<file path="src/rtl/lsd_pkg.sv">
`timescale 1ns / 1ps
// ----------------------------------------------------------------------------
// lsd_pkg
// Shared types and constants for the LRU stack-distance miss counter.
// ----------------------------------------------------------------------------
package lsd_pkg;

  localparam int ADDR_W   = 32;
  localparam int SIZE_W   = 11;
  localparam int CNT_W    = 32;
  localparam int SIDX_W   = 2;
  localparam int NUM_REGS = 4;
  localparam int REGSEL_W = 2;
  localparam int PADDR_W  = 4;
  localparam int PDATA_W  = 32;

  typedef enum logic [REGSEL_W-1:0] {
    REG_CACHE_SIZE_0 = 2'd0,
    REG_CACHE_SIZE_1 = 2'd1,
    REG_CACHE_SIZE_2 = 2'd2,
    REG_CACHE_SIZE_3 = 2'd3
  } reg_sel_t;

  typedef enum logic {
    OP_ACCESS = 1'b0,
    OP_REPORT = 1'b1
  } op_t;

  // item travelling down the cell chain
  typedef struct packed {
    logic              valid;
    op_t               op;
    logic [ADDR_W-1:0] addr;
    logic [ADDR_W-1:0] c_addr;   // entry being pushed down
    logic              c_valid;
    logic              found;
  } lsd_tok_t;

endpackage

</file>
<file path="src/rtl/lsd_report.sv">
`timescale 1ns / 1ps
// ----------------------------------------------------------------------------
// lsd_report
// Miss counters at the chain exit and the report output register.
// ----------------------------------------------------------------------------
module lsd_report #(
  parameter int IDX_W     = 10,
  parameter int NUM_SIZES = 4
) (
  input  logic                        clk,
  input  logic                        rst,
  input  lsd_pkg::lsd_tok_t           tok,
  input  logic [IDX_W-1:0]            pos,
  input  logic [lsd_pkg::SIZE_W-1:0]  sizes [NUM_SIZES],
  output logic                        stall,
  output logic                        m_tvalid,
  input  logic                        m_tready,
  output logic [lsd_pkg::CNT_W-1:0]   m_tdata,
  output logic [lsd_pkg::SIDX_W-1:0]  m_tuser,
  output logic                        m_tlast
);
  import lsd_pkg::*;

  localparam int CMP_W = ((IDX_W + 1) > SIZE_W) ? (IDX_W + 1) : SIZE_W;
  localparam logic [SIDX_W-1:0] LAST_IDX = SIDX_W'(NUM_SIZES - 1);

  logic [CNT_W-1:0]  counters [NUM_SIZES];
  logic [CNT_W-1:0]  snap     [NUM_SIZES];
  logic              rep_active;
  logic [SIDX_W-1:0] rep_idx;
  logic              en;
  logic              load;
  logic [CMP_W-1:0]  depth;
  logic              miss [NUM_SIZES];

  assign stall = tok.valid && (tok.op == OP_REPORT) && rep_active;
  assign en    = !stall;
  assign load  = rep_active && (!m_tvalid || m_tready);
  assign depth = CMP_W'(pos) + CMP_W'(1);

  always_comb begin
    for (int k = 0; k < NUM_SIZES; k++) begin
      miss[k] = !tok.found || (depth > CMP_W'(sizes[k]));
    end
  end

  always_ff @(posedge clk) begin
    if (rst) begin
      for (int k = 0; k < NUM_SIZES; k++) begin
        counters[k] <= '0;
      end
    end else if (en && tok.valid) begin
      for (int k = 0; k < NUM_SIZES; k++) begin
        if (tok.op == OP_REPORT) begin
          counters[k] <= '0;
        end else if (miss[k] && (counters[k] != '1)) begin
          counters[k] <= counters[k] + CNT_W'(1);
        end
      end
    end
  end

  always_ff @(posedge clk) begin
    if (en && tok.valid && (tok.op == OP_REPORT)) begin
      for (int k = 0; k < NUM_SIZES; k++) begin
        snap[k] <= counters[k];
      end
    end
  end

  always_ff @(posedge clk) begin
    if (rst) begin
      rep_active <= 1'b0;
      rep_idx    <= '0;
    end else if (en && tok.valid && (tok.op == OP_REPORT)) begin
      rep_active <= 1'b1;
      rep_idx    <= '0;
    end else if (load) begin
      if (rep_idx == LAST_IDX) begin
        rep_active <= 1'b0;
      end
      rep_idx <= rep_idx + SIDX_W'(1);
    end
  end

  always_ff @(posedge clk) begin
    if (rst) begin
      m_tvalid <= 1'b0;
    end else if (load) begin
      m_tvalid <= 1'b1;
    end else if (m_tready) begin
      m_tvalid <= 1'b0;
    end
  end

  always_ff @(posedge clk) begin
    if (load) begin
      m_tdata <= snap[rep_idx];
      m_tuser <= rep_idx;
      m_tlast <= (rep_idx == LAST_IDX);
    end
  end

endmodule

</file>
<file path="config.mk">
export PLATFORM = sky130hd
export DESIGN_NAME = lsd_report
export DESIGN_NICKNAME = d
export VERILOG_FILES = /design/src/rtl/lsd_pkg.sv /design/src/rtl/lsd_report.sv
export SDC_FILE = /design/constraint.sdc
export NUM_CORES = 1
export LEC_CHECK = 0
export ABC_CLOCK_PERIOD_IN_PS = 24700
export BUFFER_PORTS_ARGS = -buffer_cell sky130_fd_sc_hd__buf_2
export CAP_MARGIN = 25
export CORE_UTILIZATION = 63
export CTS_BUF_LIST = sky130_fd_sc_hd__clkbuf_16
export DETAILED_ROUTE_END_ITERATION = 7
export PLACE_DENSITY = 0.91
export SLEW_MARGIN = 30
export SYNTH_ARGS = -nofsm -noshare
export SYNTH_HDL_FRONTEND = slang
export SYNTH_SLANG_ARGS = --single-unit
</file>
<file path="constraint.sdc">
create_clock -name clk -period 24.7 [get_ports clk]
set_input_delay 1.235 -clock clk [delete_from_list [all_inputs] [get_ports clk]]
set_output_delay 1.235 -clock clk [all_outputs]
set_load 0.02 [all_outputs]
</file>
# Word level (Yosys, flattened, before mapping)
# Memories as Yosys holds them, arrays and structs flattened. A register that Yosys moved wholly into a read port is not among the register bits.
# Cells that the tools add are included.
# op_classes
n_bitwise,8
order_cmp,4
mux,41
n_reduce_logical,22
add_sub_neg,6
eq_ne,5
# ops
cell,count
32-bit 2-to-1 mux,8
"32-bit by 1-bit adder with 32-bit output, second input constant",4
"32-bit != test, second input constant",4
11-bit > comparator,4
1-bit 2-to-1 mux,33
"10-bit by 1-bit adder with 11-bit output, second input constant",1
1-bit logical AND,9
1-bit bitwise OR,8
2-bit nonzero test,3
1-bit logical OR,5
1-bit zero test,3
"2-bit by 1-bit adder with 2-bit output, second input constant",1
"2-bit equality test, second input constant",1
2-bit AND reduction,1
2-bit OR reduction,1
# word_totals
input_bits,125
wordCells,93
register_bits,7
memories,2
output_inout_bits,37
mem_bits_rw,256
# mem_list
name,depth,word_bits,rd,rd_clocked_by_memory_dff,write_ports,line,rtl
counters,4,32,4,0,4,lsd_report.sv:27,logic [CNT_W-1:0] counters [NUM_SIZES];
snap,4,32,1,1,4,lsd_report.sv:28,logic [CNT_W-1:0] snap [NUM_SIZES];

# Longest topological paths before layout
# Gate-level depths: netlist (run 1).
# depth
depth_word,10
mapped_depth,12
depth_no_buf,10

# Least setup slack after synthesis (run 1)
# OpenSTA, ideal clock, no wires.
# synth_timing
path_type,input -> register
start,in tok[67] (netlist name)
end,mem counters[0][0] (enable)
path_slack_ps,15566
t_arrival_ps,8669
t_required_ps,24234
path_buffers,0
setup_time_ps,466
cell_stages,4
path_cell_list,nand2_1 > nor2_1 > nor2_1 > o21ai_0
# synth_lines
element,line,rtl
start: declaration,lsd_report.sv:12,"input lsd_pkg::lsd_tok_t tok,"
end: declaration,lsd_report.sv:27,

==> run metrics, run 1 <==
Post-Syn Instances between 1000 and 1500; Diodes inserted 0; largest net degree at the start of global routing between 80 and 90; buffer depth of the longest clock path 3; Main synth FF type edfxtp_1; kind of critical path in -> reg; Syn. warnings 0; die area between 20000 and 25000 um2; Setup TNS Final 0 ns; routed len/inst approximately 22 um; fin. max-slew vios 0; fmax approximately 210 MHz; max_cap viols 0; Post-synth EDFFs approximately 290; Mapped Nets between 1000 and 1500; Root Buffer clkbuf_16; 1st-pass router iterations 8; layout cells sized above 1 0.176; Nets 1329; Std-Cell Rows 54; sequential area share after synthesis 0.623; hold slack around 0.49 ns; DR iter-0 viols around 1000; Leak between 5 and 6 nW; I/O pin cnt approximately 160; H-tree Lvls 1; #FFs+latches synth 295; initial antenna violation count 0; TritonCTS clock tree done; Hold Violations, Final 0; Synth cell types 51; final WL ~32 mm; Clk Latency, worst-skew pair roughly 0.55 ns; P&R area growth vs syn 12.0%; Num Clock Sinks ~300; worst hold path class reg -> reg; Setup crit start kind input port; Worst Path Arrival approximately 5 ns; min Tclk post-route 4.80 ns; first-pass GRT wire length 51.2 mm; Crit. End Element register; fin util 0.722; clk slew on worst S/H paths approximately 0.06 ns; core area roughly 22000 um2; die width approximately 150 um; Die H around 150 um; status complete, but fails checks; Power Total 1.11 mW; CP max FO 33; RSZ-0062 raised after global routing false; gpl congestion 0.909; port bufs 96; Max-slew headroom 0.323; via count between 9000 and 10000; DRT antenna net count 0; commonest non-fill, non-tap cells in the layout edfxtp_1 (291), buf_2 (96), nor2_1 (95), xor2_1 (89), nor3_1 (72); Initial Utilization 0.645; postcts setup bufs 0; Final period util 0.194; cts hold-fix bufs 0; Total GRT Usage 0.287; Worst IR Drop VDD around 46 uV; Mapped Area between 10000 and 15000 um2; post_cts resized 0; fillcell total 1210; GRT overflow 0; Mean Syn Cell Area 13.5 um2; Worst-Margin Slew between 1 and 1.5 ns; CTS buffer count 28; skew final between 0.02 and 0.025 ns; commonest non-fill, non-tap cell in the layout edfxtp_1; DR vias/cell 6.51; number of global-route vias before repair between 9000 and 10000; DRC 10; final setup vio count 0; ys async rst share 0; failing checks design-rule violations; DP Wirelength ~21 mm; P per Cell Area 69.7 nW/um2; required time of the worst setup path roughly 25 ns
## synthesized netlist by cell type, types with 5 or more instances
master	number	area, um2
a211oi_1	6	45.0
a21oi_1	13	65.1
and2_1	7	43.8
and3_1	24	150
and4_1	11	96.3
buf_2	12	60.1
buf_6	6	67.6
clkbuf_1	16	60.1
edfxtp_1	291	8740
ha_1	50	626
inv_1	59	221
mux4_2	32	721
nand2_1	47	176
nand3_1	52	260
nand3b_1	5	37.5
nand4_1	58	363
nor2_1	97	364
nor3_1	73	365
nor4_1	6	37.5
o21ai_0	8	40.0
xnor2_1	39	342
xor2_1	89	780
## metal layers
| layer | track usage | vias to the layer above | wire length, um |
|---|---|---|---|
| li1 | - | 4163 | - |
| met4 | 0.0836 | 0 | 901 |
| met1 | 0.394 | 4612 | 11800 |
| met5 | 0 | - | 0 |
| met2 | 0.476 | 615 | 15900 |
| met3 | 0.0508 | 89 | 3900 |
## worst paths after layout
path | to | start | slack, ns | cells after the start
worst min-delay path | snap[0][23] | counters[0][23] | 0.49 | 0
worst max-delay path | counters[2][30] | pos[0] | 19.90 | 13
worst max register to register | counters[2][30] | counters[2][6] | 21.33 | 7
worst min register to register | snap[0][23] | counters[0][23] | 0.49 | 0
## report_power, final
| part | internal [mW] | switching [mW] | leakage, nW |
|---|---|---|---|
| Sequential | 0.587 | 0.0283 | 2.95 |
| Combinational | 0.0337 | 0.0515 | 2.27 |
| Clock | 0.223 | 0.182 | 0.440 |
| Total | 0.844 | 0.262 | 5.66 |
## sequential cells by signal, indices dropped and copies added (netlist names)
name,count
counters,128
m_tdata,32
m_tlast,1
m_tuser,2
m_tvalid,1
rep_active,1
rep_idx,2
snap,128
## worst max-delay path, stage by stage
cell and delay (ns):
buf_2 0.18, ha_1 0.24, nand3_1 0.16, nor2_1 0.16, xor2_1 0.43, ha_1 0.34
and4_1 0.19, a2111oi_0 0.73, o21ai_0 0.33, o31ai_4 0.26, buf_4 0.37, o21ai_2 0.10
buf_4 0.29
## cell families (layout without fill, tap and decap cells)
| kind of cell | after synthesis | in the layout | share of synthesized area |
|---|---|---|---|
| compound gates | 45 | 45 | 0.0221 |
| xor+xnor | 128 | 128 | 0.0792 |
| fa+ha+maj | 50 | 50 | 0.0442 |
| buf+inv | 97 | 225 | 0.0308 |
| flops | 295 | 295 | 0.623 |
| mux | 33 | 33 | 0.0516 |
| simple gates | 400 | 400 | 0.149 |
## area by class of cell
type                    instances  area [um2]  area share
flip-flops and latches        295        8820       0.556
multi-input cells             656        4970       0.314
clock buffers                  29         726      0.0458
repair buffers                113         612      0.0386
well taps                     280         350      0.0221
inverters                      60         225      0.0142
clock inverters                23         144     0.00908
## per-stage QoR
step | instances | setup WS, ns | area, um2
CTS | 1456 | 19.99 | 15800
global route | 1456 | 19.72 | 15900
floorplan | 1048 | 15.57 | 14200
finish | 1456 | 19.90 | 15900
global placement | 1404 | 19.52 | 15000
detailed placement | 1404 | 19.42 | 15000
Note: power is estimated with default switching activity, not from simulation.
==> inputs of run 2 (changes only) <==
--- a/config.mk
+++ b/config.mk
@@ -5,13 +5,13 @@
 export SDC_FILE = /design/constraint.sdc
 export NUM_CORES = 1
 export LEC_CHECK = 0
-export ABC_CLOCK_PERIOD_IN_PS = 24700
+export ABC_CLOCK_PERIOD_IN_PS = 4900
 export BUFFER_PORTS_ARGS = -buffer_cell sky130_fd_sc_hd__buf_2
 export CAP_MARGIN = 25
-export CORE_UTILIZATION = 63
+export CORE_UTILIZATION = 59
 export CTS_BUF_LIST = sky130_fd_sc_hd__clkbuf_16
 export DETAILED_ROUTE_END_ITERATION = 7
-export PLACE_DENSITY = 0.91
+export PLACE_DENSITY = 0.86
 export SLEW_MARGIN = 30
 export SYNTH_ARGS = -nofsm -noshare
 export SYNTH_HDL_FRONTEND = slang
==> constraint.sdc (replaced) <==
create_clock -name clk -period 4.9 [get_ports clk]
set_input_delay 0.245 -clock clk [delete_from_list [all_inputs] [get_ports clk]]
set_output_delay 0.245 -clock clk [all_outputs]
set_load 0.02 [all_outputs]
==> run metrics, run 2 (synthesis results as in run 1) <==
Worst-Margin Slew around 0.89 ns; worst hold path class in -> reg; core area around 23000 um2; required time of the worst setup path 5.15 ns; final WL around 32 mm; commonest non-fill, non-tap cell in the layout edfxtp_1; number of global-route vias before repair roughly 9400; TritonCTS clock tree done; fin. max-slew vios 0; Final period util 0.755; GRT overflow 0; gpl congestion ~0.90; min Tclk post-route 3.70 ns; Std-Cell Rows between 50 and 60; Crit. End Element register; 1st-pass router iterations 7; routed len/inst between 20 and 25 um; DRT antenna net count 0; CP max FO 32; Root Buffer clkbuf_16; Die H around 160 um; largest net degree at the start of global routing 60; Initial Utilization 0.603; largest registers counters: 128 flops, snap: 128 flops, m_tdata: 32 flops; layout cells sized above 1 0.181; post_cts resized 0; Power Total between 5 and 6 mW; Num Clock Sinks a little under 300; port bufs 96; first-pass GRT wire length 51.3 mm; dpl ws 0.709 ns; DR vias/cell approximately 6.3; Clk Latency, worst-skew pair ~0.56 ns; status completed; Setup TNS Final 0 ns; die width ~160 um; fmax approximately 270 MHz; H-tree Lvls 1; FF+latch area between 8000 and 9000 um2; Total GRT Usage 0.273; CTS buffer count 30; buffer depth of the longest clock path 3; die area 24600 um2; final setup vio count 0; commonest non-fill, non-tap cells in the layout edfxtp_1 (291), buf_2 (96), nor2_1 (95), xor2_1 (89), nor3_1 (72); P&R area growth vs syn 13.7%; area of the multi-input gates 4980 um2; clk slew on worst S/H paths ~0.060 ns; postcts setup bufs 0; Leak approximately 5.8 nW; fin worst setup slack about 1.2 ns; cts hold-fix bufs 1; Nets 1335; reg-to-reg slack, setup slightly below 2 ns; skew final 0.0255 ns; DR iter-0 viols 1219; P per Cell Area about 370 nW/um2; via count 9395; initial antenna violation count 1; I/O pin cnt ~160; Max-slew headroom 0.390; Worst Path Arrival approximately 4.0 ns; DRC 0; fillcell total 1429; DP Wirelength about 21 mm; Worst IR Drop VDD roughly 300 uV; max_cap viols 0; RSZ-0062 raised after global routing false; Setup crit start kind input port; kind of critical path in -> reg; Hold Violations, Final 0
-- run 2: per-layer routing --
| metal | track usage | routed length [um] | part of all wire | vias to the layer above |
|---|---|---|---|---|
| li1 | - | - | - | 4165 |
| met1 | 0.367 | 12300 | 0.38 | 4589 |
| met2 | 0.455 | 15800 | 0.49 | 552 |
| met3 | 0.0471 | 3470 | 0.11 | 89 |
| met4 | 0.0878 | 949 | 0.029 | 0 |
| met5 | 0 | 0 | 0 | - |
-- run 2: final timing paths --
kind / from / to / cells past startpoint
worst min register to register: counters[0][23] / snap[0][23] / 0
worst max register to register: counters[1][13] / counters[1][20] / 7
worst max-delay path: pos[2] / counters[2][7] / 13
worst min-delay path: m_tready / m_tvalid / 3
-- run 2: stage by stage --
stage	instances	utilization	hold slack, ns	instance area, um2
floorplan	1048	-	0.314	14200
global placement	1446	0.640	0.478	15000
detailed placement	1446	0.640	0.486	15000
CTS	1500	0.684	0.0251	16100
global route	1500	0.686	0.0447	16100
finish	1501	0.686	0.0367	16100
-- run 2: layout make-up --
type / count / area share
multi-input combinational: 656 / 0.310
timing repair buffer: 117 / 0.0398
inverter: 60 / 0.0140
tap: 319 / 0.0248
clock inverter: 23 / 0.0169
clock buffer: 30 / 0.0466
antenna: 1 / 0.000155
sequential: 295 / 0.548
-- run 2: critical path: stages --
cell and delay [ns]:
buf_2 0.12, and3_1 0.17, and3_1 0.23, nand3_1 0.13, xnor2_1 0.40, ha_1 0.35, a21o_1 0.18, a2111oi_0 0.81
o21ai_0 0.34, o31ai_4 0.30, buf_4 0.29, o21ai_2 0.09, buf_4 0.29
-- run 2: power by group --
group	internal (mW)	switching, mW
Clock	1.43	0.945
Combinational	0.172	0.261
Sequential	2.96	0.140
Total	4.56	1.35
