[src/rtl/lsd_pkg.sv]
`timescale 1ns / 1ps
// ----------------------------------------------------------------------------
// lsd_pkg
// Shared types and constants for the LRU stack-distance miss counter.
// ----------------------------------------------------------------------------
package lsd_pkg;

  localparam int ADDR_W   = 32;
  localparam int SIZE_W   = 11;
  localparam int CNT_W    = 32;
  localparam int SIDX_W   = 2;
  localparam int NUM_REGS = 4;
  localparam int REGSEL_W = 2;
  localparam int PADDR_W  = 4;
  localparam int PDATA_W  = 32;

  typedef enum logic [REGSEL_W-1:0] {
    REG_CACHE_SIZE_0 = 2'd0,
    REG_CACHE_SIZE_1 = 2'd1,
    REG_CACHE_SIZE_2 = 2'd2,
    REG_CACHE_SIZE_3 = 2'd3
  } reg_sel_t;

  typedef enum logic {
    OP_ACCESS = 1'b0,
    OP_REPORT = 1'b1
  } op_t;

  // item travelling down the cell chain
  typedef struct packed {
    logic              valid;
    op_t               op;
    logic [ADDR_W-1:0] addr;
    logic [ADDR_W-1:0] c_addr;   // entry being pushed down
    logic              c_valid;
    logic              found;
  } lsd_tok_t;

endpackage

[src/rtl/lsd_cell.sv]
`timescale 1ns / 1ps
// ----------------------------------------------------------------------------
// lsd_cell
// One LRU stack entry plus the item register that follows it in the chain.
// ----------------------------------------------------------------------------
module lsd_cell #(
  parameter int IDX_W = 10,
  parameter int IDX   = 0
) (
  input  logic                   clk,
  input  logic                   rst,
  input  logic                   en,
  input  lsd_pkg::lsd_tok_t      tok_in,
  input  logic [IDX_W-1:0]       pos_in,
  output lsd_pkg::lsd_tok_t      tok_out,
  output logic [IDX_W-1:0]       pos_out
);
  import lsd_pkg::*;

  logic [ADDR_W-1:0] addr;
  logic              valid;
  logic              active;
  logic              match;
  lsd_tok_t          tok_next;
  logic [IDX_W-1:0]  pos_next;

  assign active = en && tok_in.valid && (tok_in.op == OP_ACCESS) && !tok_in.found;
  assign match  = valid && (addr == tok_in.addr);

  // entry takes the one pushed down from above, also when it was the hit
  always_ff @(posedge clk) begin
    if (active) begin
      addr <= tok_in.c_addr;
    end
  end

  always_ff @(posedge clk) begin
    if (rst) begin
      valid <= 1'b0;
    end else if (active) begin
      valid <= tok_in.c_valid;
    end
  end

  always_comb begin
    tok_next = tok_in;
    pos_next = pos_in;
    if (active) begin
      tok_next.found   = match;
      tok_next.c_addr  = addr;
      tok_next.c_valid = valid;
      if (match) begin
        pos_next = IDX_W'(IDX);
      end
    end
  end

  always_ff @(posedge clk) begin
    if (rst) begin
      tok_out.valid <= 1'b0;
    end else if (en) begin
      tok_out <= tok_next;
    end
  end

  always_ff @(posedge clk) begin
    if (en) begin
      pos_out <= pos_next;
    end
  end

endmodule

[config.mk]
export PLATFORM = sky130hd
export DESIGN_NAME = lsd_cell
export DESIGN_NICKNAME = d
export VERILOG_FILES = /design/src/rtl/lsd_pkg.sv /design/src/rtl/lsd_cell.sv
export SDC_FILE = /design/constraint.sdc
export NUM_CORES = 1
export LEC_CHECK = 0
export BUFFER_PORTS_ARGS = -buffer_cell sky130_fd_sc_hd__buf_4
export CORE_MARGIN = 2
export CORE_UTILIZATION = 51
export CTS_BUF_LIST = sky130_fd_sc_hd__clkbuf_4
export CTS_CLUSTER_DIAMETER = 150
export CTS_CLUSTER_SIZE = 24
export DETAILED_ROUTE_END_ITERATION = 7
export PLACE_DENSITY = 0.8
export SLEW_MARGIN = 20
export SYNTH_ARGS = -nofsm -noshare
export SYNTH_HDL_FRONTEND = slang
export SYNTH_SLANG_ARGS = --single-unit
[constraint.sdc]
create_clock -name clk -period 7.25 [get_ports clk]
set_clock_uncertainty 0.05 [all_clocks]
set_input_delay 2.175 -clock clk [delete_from_list [all_inputs] [get_ports clk]]
set_output_delay 2.175 -clock clk [all_outputs]
set_load 0.005 [all_outputs]
# Yosys cells after proc, flatten, opt, wreduce, memory -nomap -nowiden
# Cells that the tools add are included.
# Widths: inputs -> output; s select.
[word_totals]
word_cells = 21
in_bits = 81
out_inout_bits = 78
mem_count = 0
rom_bits = 0
latchBits = 0
ff_bits = 111
ram_bits = 0
[classes]
n_mul = 0
n_lt_le_gt_ge = 0
n_mux = 3
n_reduce_logical = 6
n_eq_ne = 1
div = 0
bitwise_logic = 2
addsub = 0
shifts = 0
[op_table]
columns = ["op", "n"]
rows = [
  ["$mux 34", 1],
  ["$eq 32x32->1", 1],
  ["$mux 10", 2],
  ["$logic_and 1x1->1", 4],
  ["$not 1->1", 2],
  ["$reduce_and 2->1", 1],
  ["$logic_not 1->1", 1],
]

# Depth between registers and ports, before layout
# Gate-level depths: netlist (run 1).
[depth]
depth_word = 4
depth_mapped = 6
depth_no_buf = 4

# Worst setup path before layout (run 1)
# Ideal clock, no wire load.
[synth_path]
path_type = "input port to flip-flop"
from = "input rst"
to = "register tok_out[0] (netlist name) (enable)"
cell_stages = 1
setup_slack_ps = 1530
required_time_ps = 6699
path_buffers = 0
t_arrival_ps = 5169
path_cell_list = "nor2b_1"
[synth_between]
elab_chain_len = 2
[synth_lines]
columns = ["element", "line_no", "rtl"]
rows = [
  ["start: declaration", "lsd_cell.sv:11", "input logic rst,"],
  ["$not 1->1 (no source line)", "n/a", ""],
  ["$reduce_and 2->1 (no source line)", "n/a", ""],
  ["end signal: assignment", "lsd_cell.sv:62", "tok_out <= tok_next;"],
  ["end: declaration", "lsd_cell.sv:15", "output lsd_pkg::lsd_tok_t tok_out,"],
]
# Every way passes these cells.
# A chain may end at the register's enable or synchronous reset.

# Worst setup path after layout (run 1)
[layout_path]
from = "input en"
to = "register pos_out[6] (data pin)"
[layout_between]
elab_chain_len = 4
[layout_lines]
columns = ["element", "line_no", "rtl"]
rows = [
  ["start: declaration", "lsd_cell.sv:12", "input logic en,"],
  ["$logic_and 1x1->1 (3 in series)", "lsd_cell.sv:27", "assign active = en && tok_in.valid && (tok_in.op == OP_ACCESS) && !tok_in.found;"],
  ["$mux 10", "lsd_cell.sv:48", "if (active) begin"],
  ["named net pos_next[6]", "lsd_cell.sv:25", "logic [IDX_W-1:0] pos_next;"],
  ["end signal: assignment", "lsd_cell.sv:68", "pos_out <= pos_next;"],
  ["end: declaration", "lsd_cell.sv:16", "output logic [IDX_W-1:0] pos_out"],
]
# The timed path passes the listed nets, and every way through them passes these cells.

==> reports/qor.csv, run 1 <==
stage;metric;value;unit
grt;vias in the first global route;2483;
route;# DRC;0;
clock_network;CTS tree;built;
route;drt pass-1 iters;4;
die;Die Wd;95.35;um
clock_network;Post-CTS Hold Fix Bufs;0;
route;DR WL/cell;16.97;um
grt;first-pass GRT wire length;12.14;mm
clock_network;# clock sinks;111;
sta;RSZ-0062 raised after global routing;no;
layout;ant diodes;0;
sta;fin crit share;0.5615;
synthesis;Synth top area share;0.7692;
clock_network;CTS root buffer;clkbuf_4;
worst_setup_path;CP required;7.36;ns
sta;Final setup viols;0;
sta;final setup TNS;0;ns
clock_network;post-cts resize count;0;
clock_network;Clk pin slew, worst setup/hold paths;0.13;ns
clock_network;Num CTS Buffers;9;
sta;post-layout min period;4.071;ns
route;DR iter-0 viols;91;
power;Cell Pwr Density;207.2;nW/um^2
clock_network;H-tree Lvls;3;
worst_setup_path;crit end category;register;
grt;gr usage total;0.1811;
die;Core Region;8134;sq um
worst_setup_path;Setup crit start kind;primary input;
clock_network;Clock Latency Late Sink;0.44;ns
clock_network;CTS max path bufs;2;
synthesis;synth warn;0;
worst_setup_path;maximum fanout along the worst path;67;
die;I/O pin count;159;
layout;layout cell share with drive strength beyond 1;0.5448;
layout;final instance area;5702;sq um
sta;Slew @ Worst Pin;1.042;ns
synthesis;Cell Area, Synth;4255;sq um
synthesis;sequential-to-total area share from yosys stat;0.7786;
synthesis;Async SR Flop Fraction;0;
grt;total grt overflow;0;
synthesis;Synth area leader;edfxtp_1;
worst_setup_path;WP data arrival;4.18;ns
layout;Area Overhead vs Synth;33.99;%
synthesis;Cell variety after synth;22;
placed_design;Post-DP Area;5552;sq um
outcome;status;finished, final reports clean;
synthesis;synth top area cells;edfxtp_1 77%, mux2_2 8.5%, xnor2_1 6.2%;
route;Vias;2482;
clock_network;post-CTS setup buffers;0;
placed_design;Final GP Congestion;0.7290;
placed_design;IO Port Bufs;158;
grt;largest net degree at the start of global routing;68;
power;Pleak;2.197;nW
die;Die H;95.35;um
sta;Max Clk Rate;245.6;MHz
route;drt total wl;8.419;mm
sta;Final Slew Violations;0;
grt;initial antenna violation count;0;
synthesis;cells after synthesis;223;
synthesis;Mapped Nets;304;
power;VDD IR max;0.0001347;V
worst_setup_path;Setup CP Type;primary input to register;
route;post-route ant nets;0;
die;row cnt;33;
sta;worst hold slack;0.4737;ns
sta;Hold Vio Cnt, Final;0;
sta;slew margin rel.;0.3051;
placed_design;Final HPWL DP;6.101;mm
synthesis;Avg Inst Size Synth;19.08;sq um
layout;layout net count;467;
synthesis;post-synthesis register bit count;111;
die;Die ar.;9091;sq um
die;Initial Util;0.5232;
route;vias per std cell;5.004;
run;Max Cap Viol;0;
synthesis;Synth Flop Type;edfxtp_1;
worst_hold_path;Hold/Removal Path Class;register to register;
synthesis;Post-synth EDFFs;109;
-- synth_stat cells (2+ instances only) --
cell type,number
xnor2_1,30
mux2i_1,2
a31oi_1,10
edfxtp_1,109
xor2_1,2
buf_6,2
buf_2,4
nand4_1,7
inv_1,11
mux2_2,32
nor2_1,2
dfxtp_1,2
-- critical path, stage by stage --
cell and delay (ns):
buf_4 0.18, and4bb_4 0.95, nand2_4 0.11, nor4_4 0.58, a31oi_1 0.16
-- layout by cell type, fill, tap and decap left out --
| master | n |
|---|---|
| buf_4 | 159 |
| edfxtp_1 | 109 |
| mux2_2 | 32 |
| xnor2_1 | 30 |
| clkbuf_4 | 12 |
| inv_1 | 11 |
| a31oi_1 | 10 |
| nand4_1 | 7 |
| xor2_1 | 2 |
| nor4_4 | 2 |
| mux2i_1 | 2 |
| nor2_1 | 2 |
| dfxtp_1 | 2 |
| and4bb_4 | 1 |
| nand2_4 | 1 |
| o21ai_0 | 1 |
| nand2_1 | 1 |
| nor3_2 | 1 |
| a31o_2 | 1 |
| nor2b_4 | 1 |
| clkinv_1 | 1 |
| clkinv_2 | 1 |
| bufinv_16 | 1 |
| clkinvlp_4 | 1 |
-- sequential cells by signal (all words and copies together) (netlist names) --
| name | cells |
|---|---|
| tok_out | 68 |
| addr | 32 |
| pos_out | 10 |
| valid | 1 |
-- path summary, 6_finish.rpt --
kind | startpoint | to | slack (ns) | cells after the start
min reg2reg | tok_out[67] | tok_out[67] | 0.47 | 2
max | en | pos_out[6] | 3.18 | 5
max reg2reg | addr[14] | pos_out[6] | 5.29 | 4
min | tok_out[67] | tok_out[67] | 0.47 | 2
-- final cells by class --
type | count | area, sq um
sequential | 111 | 3313
fill | 560 | 2432
timing repair buffer | 159 | 1194
multi-input combinational | 94 | 885.9
tap | 105 | 131.4
clock buffer | 12 | 90.09
clock inverter | 4 | 46.29
inverter | 11 | 41.29
-- where the power goes --
| group | leakage (nW) | switching [mW] | internal [mW] | total [mW] |
|---|---|---|---|---|
| clock network | 0.0750 | 0.186 | 0.116 | 0.302 |
| registers | 1.03 | 0.0107 | 0.741 | 0.752 |
| logic | 1.09 | 0.0500 | 0.0777 | 0.128 |
| total | 2.20 | 0.246 | 0.935 | 1.18 |
-- routing by layer --
layer | up-vias | global-route usage | share of wire
li1 | 1171 | - | -
met1 | 1198 | 0.2222 | 0.38
met2 | 107 | 0.3034 | 0.51
met3 | 6 | 0.06324 | 0.096
met4 | 0 | 0.05435 | 0.0093
met5 | - | 0 | 0
-- cell families (layout without fill, tap and decap cells) --
kind of cell / Yosys count / count (layout) / share of synthesized area
muxes: 34 / 34 / 0.08939
buffers and inverters: 18 / 186 / 0.02058
xor gates and xnor gates: 32 / 32 / 0.06586
AOI/OAI and AO/OA: 12 / 12 / 0.01794
DFF: 111 / 111 / 0.7786
and+or+nand+nor: 16 / 16 / 0.02764
-- through the flow --
step	worst slack [ns]	util	std cells	total power, mW
4_1_cts	3.162	0.6993	496	1.191
3_5_place_dp	2.672	0.6825	480	0.8960
5_1_grt	3.008	0.7010	496	1.230
2_1_floorplan	1.530	-	223	0.8073
6_report	3.179	0.7010	496	1.181
3_3_place_gp	2.800	0.6825	480	0.8912
Note: power is estimated with default switching activity, not from simulation.
==> inputs of run 2 (changes only) <==
--- a/config.mk
+++ b/config.mk
@@ -5,14 +5,15 @@
 export SDC_FILE = /design/constraint.sdc
 export NUM_CORES = 1
 export LEC_CHECK = 0
+export ABC_AREA = 1
 export BUFFER_PORTS_ARGS = -buffer_cell sky130_fd_sc_hd__buf_4
 export CORE_MARGIN = 2
-export CORE_UTILIZATION = 51
+export CORE_UTILIZATION = 46
 export CTS_BUF_LIST = sky130_fd_sc_hd__clkbuf_4
 export CTS_CLUSTER_DIAMETER = 150
 export CTS_CLUSTER_SIZE = 24
 export DETAILED_ROUTE_END_ITERATION = 7
-export PLACE_DENSITY = 0.8
+export PLACE_DENSITY = 0.76
 export SLEW_MARGIN = 20
 export SYNTH_ARGS = -nofsm -noshare
 export SYNTH_HDL_FRONTEND = slang
==> constraint.sdc (replaced) <==
create_clock -name clk -period 3.6 [get_ports clk]
set_clock_uncertainty 0.05 [all_clocks]
set_input_delay 1.08 -clock clk [delete_from_list [all_inputs] [get_ports clk]]
set_output_delay 1.08 -clock clk [all_outputs]
set_load 0.005 [all_outputs]
==> run 2 against run 1 <==
Count of clock-buffer cells in the layout decreased by 3. Largest cell class unchanged. Sequential power up 100%. Critical endpoint unchanged. Highest routed layer unchanged. Synthesized cell count grew 62%.
==> reports/qor.csv, run 2 <==
stage;metric;value;unit;change
layout;Largest regs;tok_out: 68 flops, addr: 32 flops, pos_out: 10 flops;;
synthesis;Synth Flop Type;edfxtp_1;;
layout;fill count;721;;+29%
grt;total grt overflow;0;;unchanged
sta;post-layout min period;2.362;ns;
sta;Slew @ Worst Pin;0.8478;ns;-0.1945 ns
worst_setup_path;crit end category;register;;
synthesis;Cell variety after synth;19;;-14%
die;Core Region;9240;sq um;+14%
synthesis;post-synthesis register bit count;111;;unchanged
power;clock share of power;0.241;;-0.014
grt;initial antenna violation count;0;;unchanged
layout;layout net count;610;;+31%
outcome;status;finished, final reports clean;;
synthesis;synth top area cells;edfxtp_1 75%, nand2_1 11%, inv_1 4.1%;;
layout;Util after Layout;0.6353;;-0.06563
synthesis;Synth top area share;0.7459;;-0.02325
placed_design;Final HPWL DP;6.824;mm;+12%
layout;ant diodes;0;;unchanged
grt;first-pass GRT wire length;13.64;mm;+12%
power;internal power;1.791;mW;+92%
route;DR iter-0 viols;95;;+4.4%
power;sw frac;0.2365;;+0.02789
layout;most frequent cells in the layout;162 x buf_4, 123 x nand2_1, 109 x edfxtp_1, 48 x inv_1, 26 x nor2_1;;
sta;Final Slew Violations;0;;unchanged
synthesis;sequential-to-total area share from yosys stat;0.7551;;-0.02353
layout;max FFs per register;68;;unchanged
worst_setup_path;WP data arrival;2.53;ns;-1.65 ns
die;Initial Util;0.4749;;-0.04827
placed_design;IO Port Bufs;158;;unchanged
clock_network;post-cts resize count;0;;unchanged
synthesis;Mapped Nets;443;;+46%
placed_design;Post-DP Area;5749;sq um;+3.6%
die;Die ar.;10340;sq um;+14%
grt;gr usage total;0.1739;;-0.007192
synthesis;synth warn;0;;unchanged
power;Pleak;2.609;nW;+19%
worst_hold_path;Hold/Removal Path Class;register to register;;
layout;Area Overhead vs Synth;33.79;%;
run;Max Cap Viol;0;;unchanged
route;DR WL/cell;13.98;um;-18%
power;Flop pwr share;0.646;;+0.009
route;Vias;3015;;+21%
sta;fin crit share;0.6560;;
sta;Hold Vio Cnt, Final;0;;unchanged
worst_setup_path;Crit Reg-Reg Startpoint;addr[11];;
layout;most flop-heavy register;tok_out;;
placed_design;Final GP Congestion;0.7875;;+8.0%
worst_setup_path;Setup CP Type;primary input to register;;
route;vias per std cell;4.548;;-9.1%
synthesis;Synth area leader;edfxtp_1;;
layout;commonest non-fill, non-tap cell in the layout;buf_4;;
route;post-route ant nets;0;;unchanged
layout;final cell count without fillers;663;;+34%
synthesis;cells after synthesis;362;;+62%
die;row cnt;35;;+6.1%
worst_setup_path;CP required;3.77;ns;-3.59 ns
synthesis;Async SR Flop Fraction;0;;unchanged
route;drt total wl;9.270;mm;+10%
placed_design;Placed Cells;647;;+35%
clock_network;CTS max path bufs;2;;unchanged
worst_setup_path;Setup crit start kind;primary input;;
power;combinational share of power;0.113;;+0.005
worst_hold_path;Hold Crit Start;tok_out[67];;
synthesis;Post-synth top cells;123 x nand2_1, 109 x edfxtp_1, 48 x inv_1;;
worst_setup_path;maximum fanout along the worst path;18;;-73%
synthesis;Post-synth EDFFs;109;;unchanged
sta;Max Clk Rate;423.5;MHz;
clock_network;CTS tree;built;;
die;Die Wd;101.7;um;+6.6%
clock_network;Num CTS Buffers;9;;unchanged
synthesis;most common cell in the netlist;nand2_1;;
layout;final instance area;5871;sq um;+3.0%
route;# DRC;0;;unchanged
die;I/O pin count;159;;unchanged
grt;vias in the first global route;2928;;+18%
clock_network;Clk pin slew, worst setup/hold paths;0.18;ns;+0.05 ns
clock_network;Post-CTS Hold Fix Bufs;0;;unchanged
layout;layout cell share with drive strength beyond 1;0.3464;;-0.1983
synthesis;Cell Area, Synth;4388;sq um;+3.1%
sta;final setup TNS;0;ns;unchanged
synthesis;Avg Inst Size Synth;12.12;sq um;-36%
die;Die H;101.7;um;+6.6%
sta;RSZ-0062 raised after global routing;no;;
power;VDD IR max;0.0002321;V;+72%
grt;largest net degree at the start of global routing;55;;-19%
clock_network;CTS root buffer;clkbuf_4;;
sta;slew margin rel.;0.4340;;+0.1288
power;Cell Pwr Density;399.5;nW/um^2;+93%
clock_network;Clock Latency Late Sink;0.44;ns;about the same
route;drt pass-1 iters;4;;unchanged
sta;Final setup viols;0;;unchanged
power;Switch Pwr;554.7;uW;+130%
clock_network;post-CTS setup buffers;0;;unchanged
clock_network;# clock sinks;111;;unchanged
clock_network;H-tree Lvls;3;;unchanged
worst_setup_path;Crit. Startpoint;en;;
-- run 2: cell types whose count changed after synthesis, moves of 10 or more --
cell     previous run  this run
nand2_1             1       123
inv_1              11        48
mux2_2             32         0
nor2_1              2        27
o21ai_0             1        23
xnor2_1            30        11
a31oi_1            10         0
-- run 2: final timing paths --
check	end	slack, ns	cells past startpoint
max reg2reg	pos_out[6]	1.90	8
min	tok_out[67]	0.43	2
max	pos_out[6]	1.24	9
min reg2reg	tok_out[67]	0.43	2
-- run 2: routing by layer --
layer  up-vias  part of all wire  GRT usage  routed length (um)
met3        10             0.065    0.04693                 599
met5         -                 0          0                   0
met1      1393              0.40     0.2064                3748
met2        96              0.52     0.3016                4782
met4         0             0.015    0.06757                 140
li1       1516                 -          -                   -
-- run 2: worst max-delay path, stage by stage --
cell     delay (ns)
buf_4          0.18
nand2_1        0.13
nor3_4         0.20
buf_4          0.31
nand2_2        0.08
nor2_1         0.14
nand3_2        0.12
nor2_4         0.22
nor2_1         0.08
-- run 2: stage by stage --
step | hold slack [ns] | power (mW) | worst slack, ns
final | 0.4288 | 2.345 | 1.238
after global routing | 0.4826 | 2.447 | 1.129
after CTS | 0.4333 | 2.369 | 1.246
after detailed placement | 0.4107 | 1.813 | 0.7384
after global placement | 0.4048 | 1.803 | 0.8436
after floorplan | 0.3967 | 1.626 | 0.2733
-- run 2: layout make-up --
type | instances | area, sq um | share of cell area
tap | 129 | 161.4 | 0.02749
sequential | 111 | 3313 | 0.5644
multi-input combinational | 196 | 874.6 | 0.1490
inverter | 49 | 183.9 | 0.03133
clock buffer | 9 | 67.56 | 0.01151
clock inverter | 7 | 53.80 | 0.009165
timing repair buffer | 162 | 1216 | 0.2072
-- run 2: logic make-up after synthesis --
group,synth area share
flops,0.7551
compound gates,0.03023
xor+xnor,0.02395
buf+inv,0.04733
simple gates,0.1434
-- run 2: power by group through the flow --
stage	clock network, mW	registers (mW)	logic (mW)
floorplan	0	1.55	0.0758
global placement	0	1.54	0.262
detailed placement	0	1.54	0.269
CTS	0.584	1.52	0.269
global route	0.632	1.52	0.294
finish	0.565	1.51	0.266
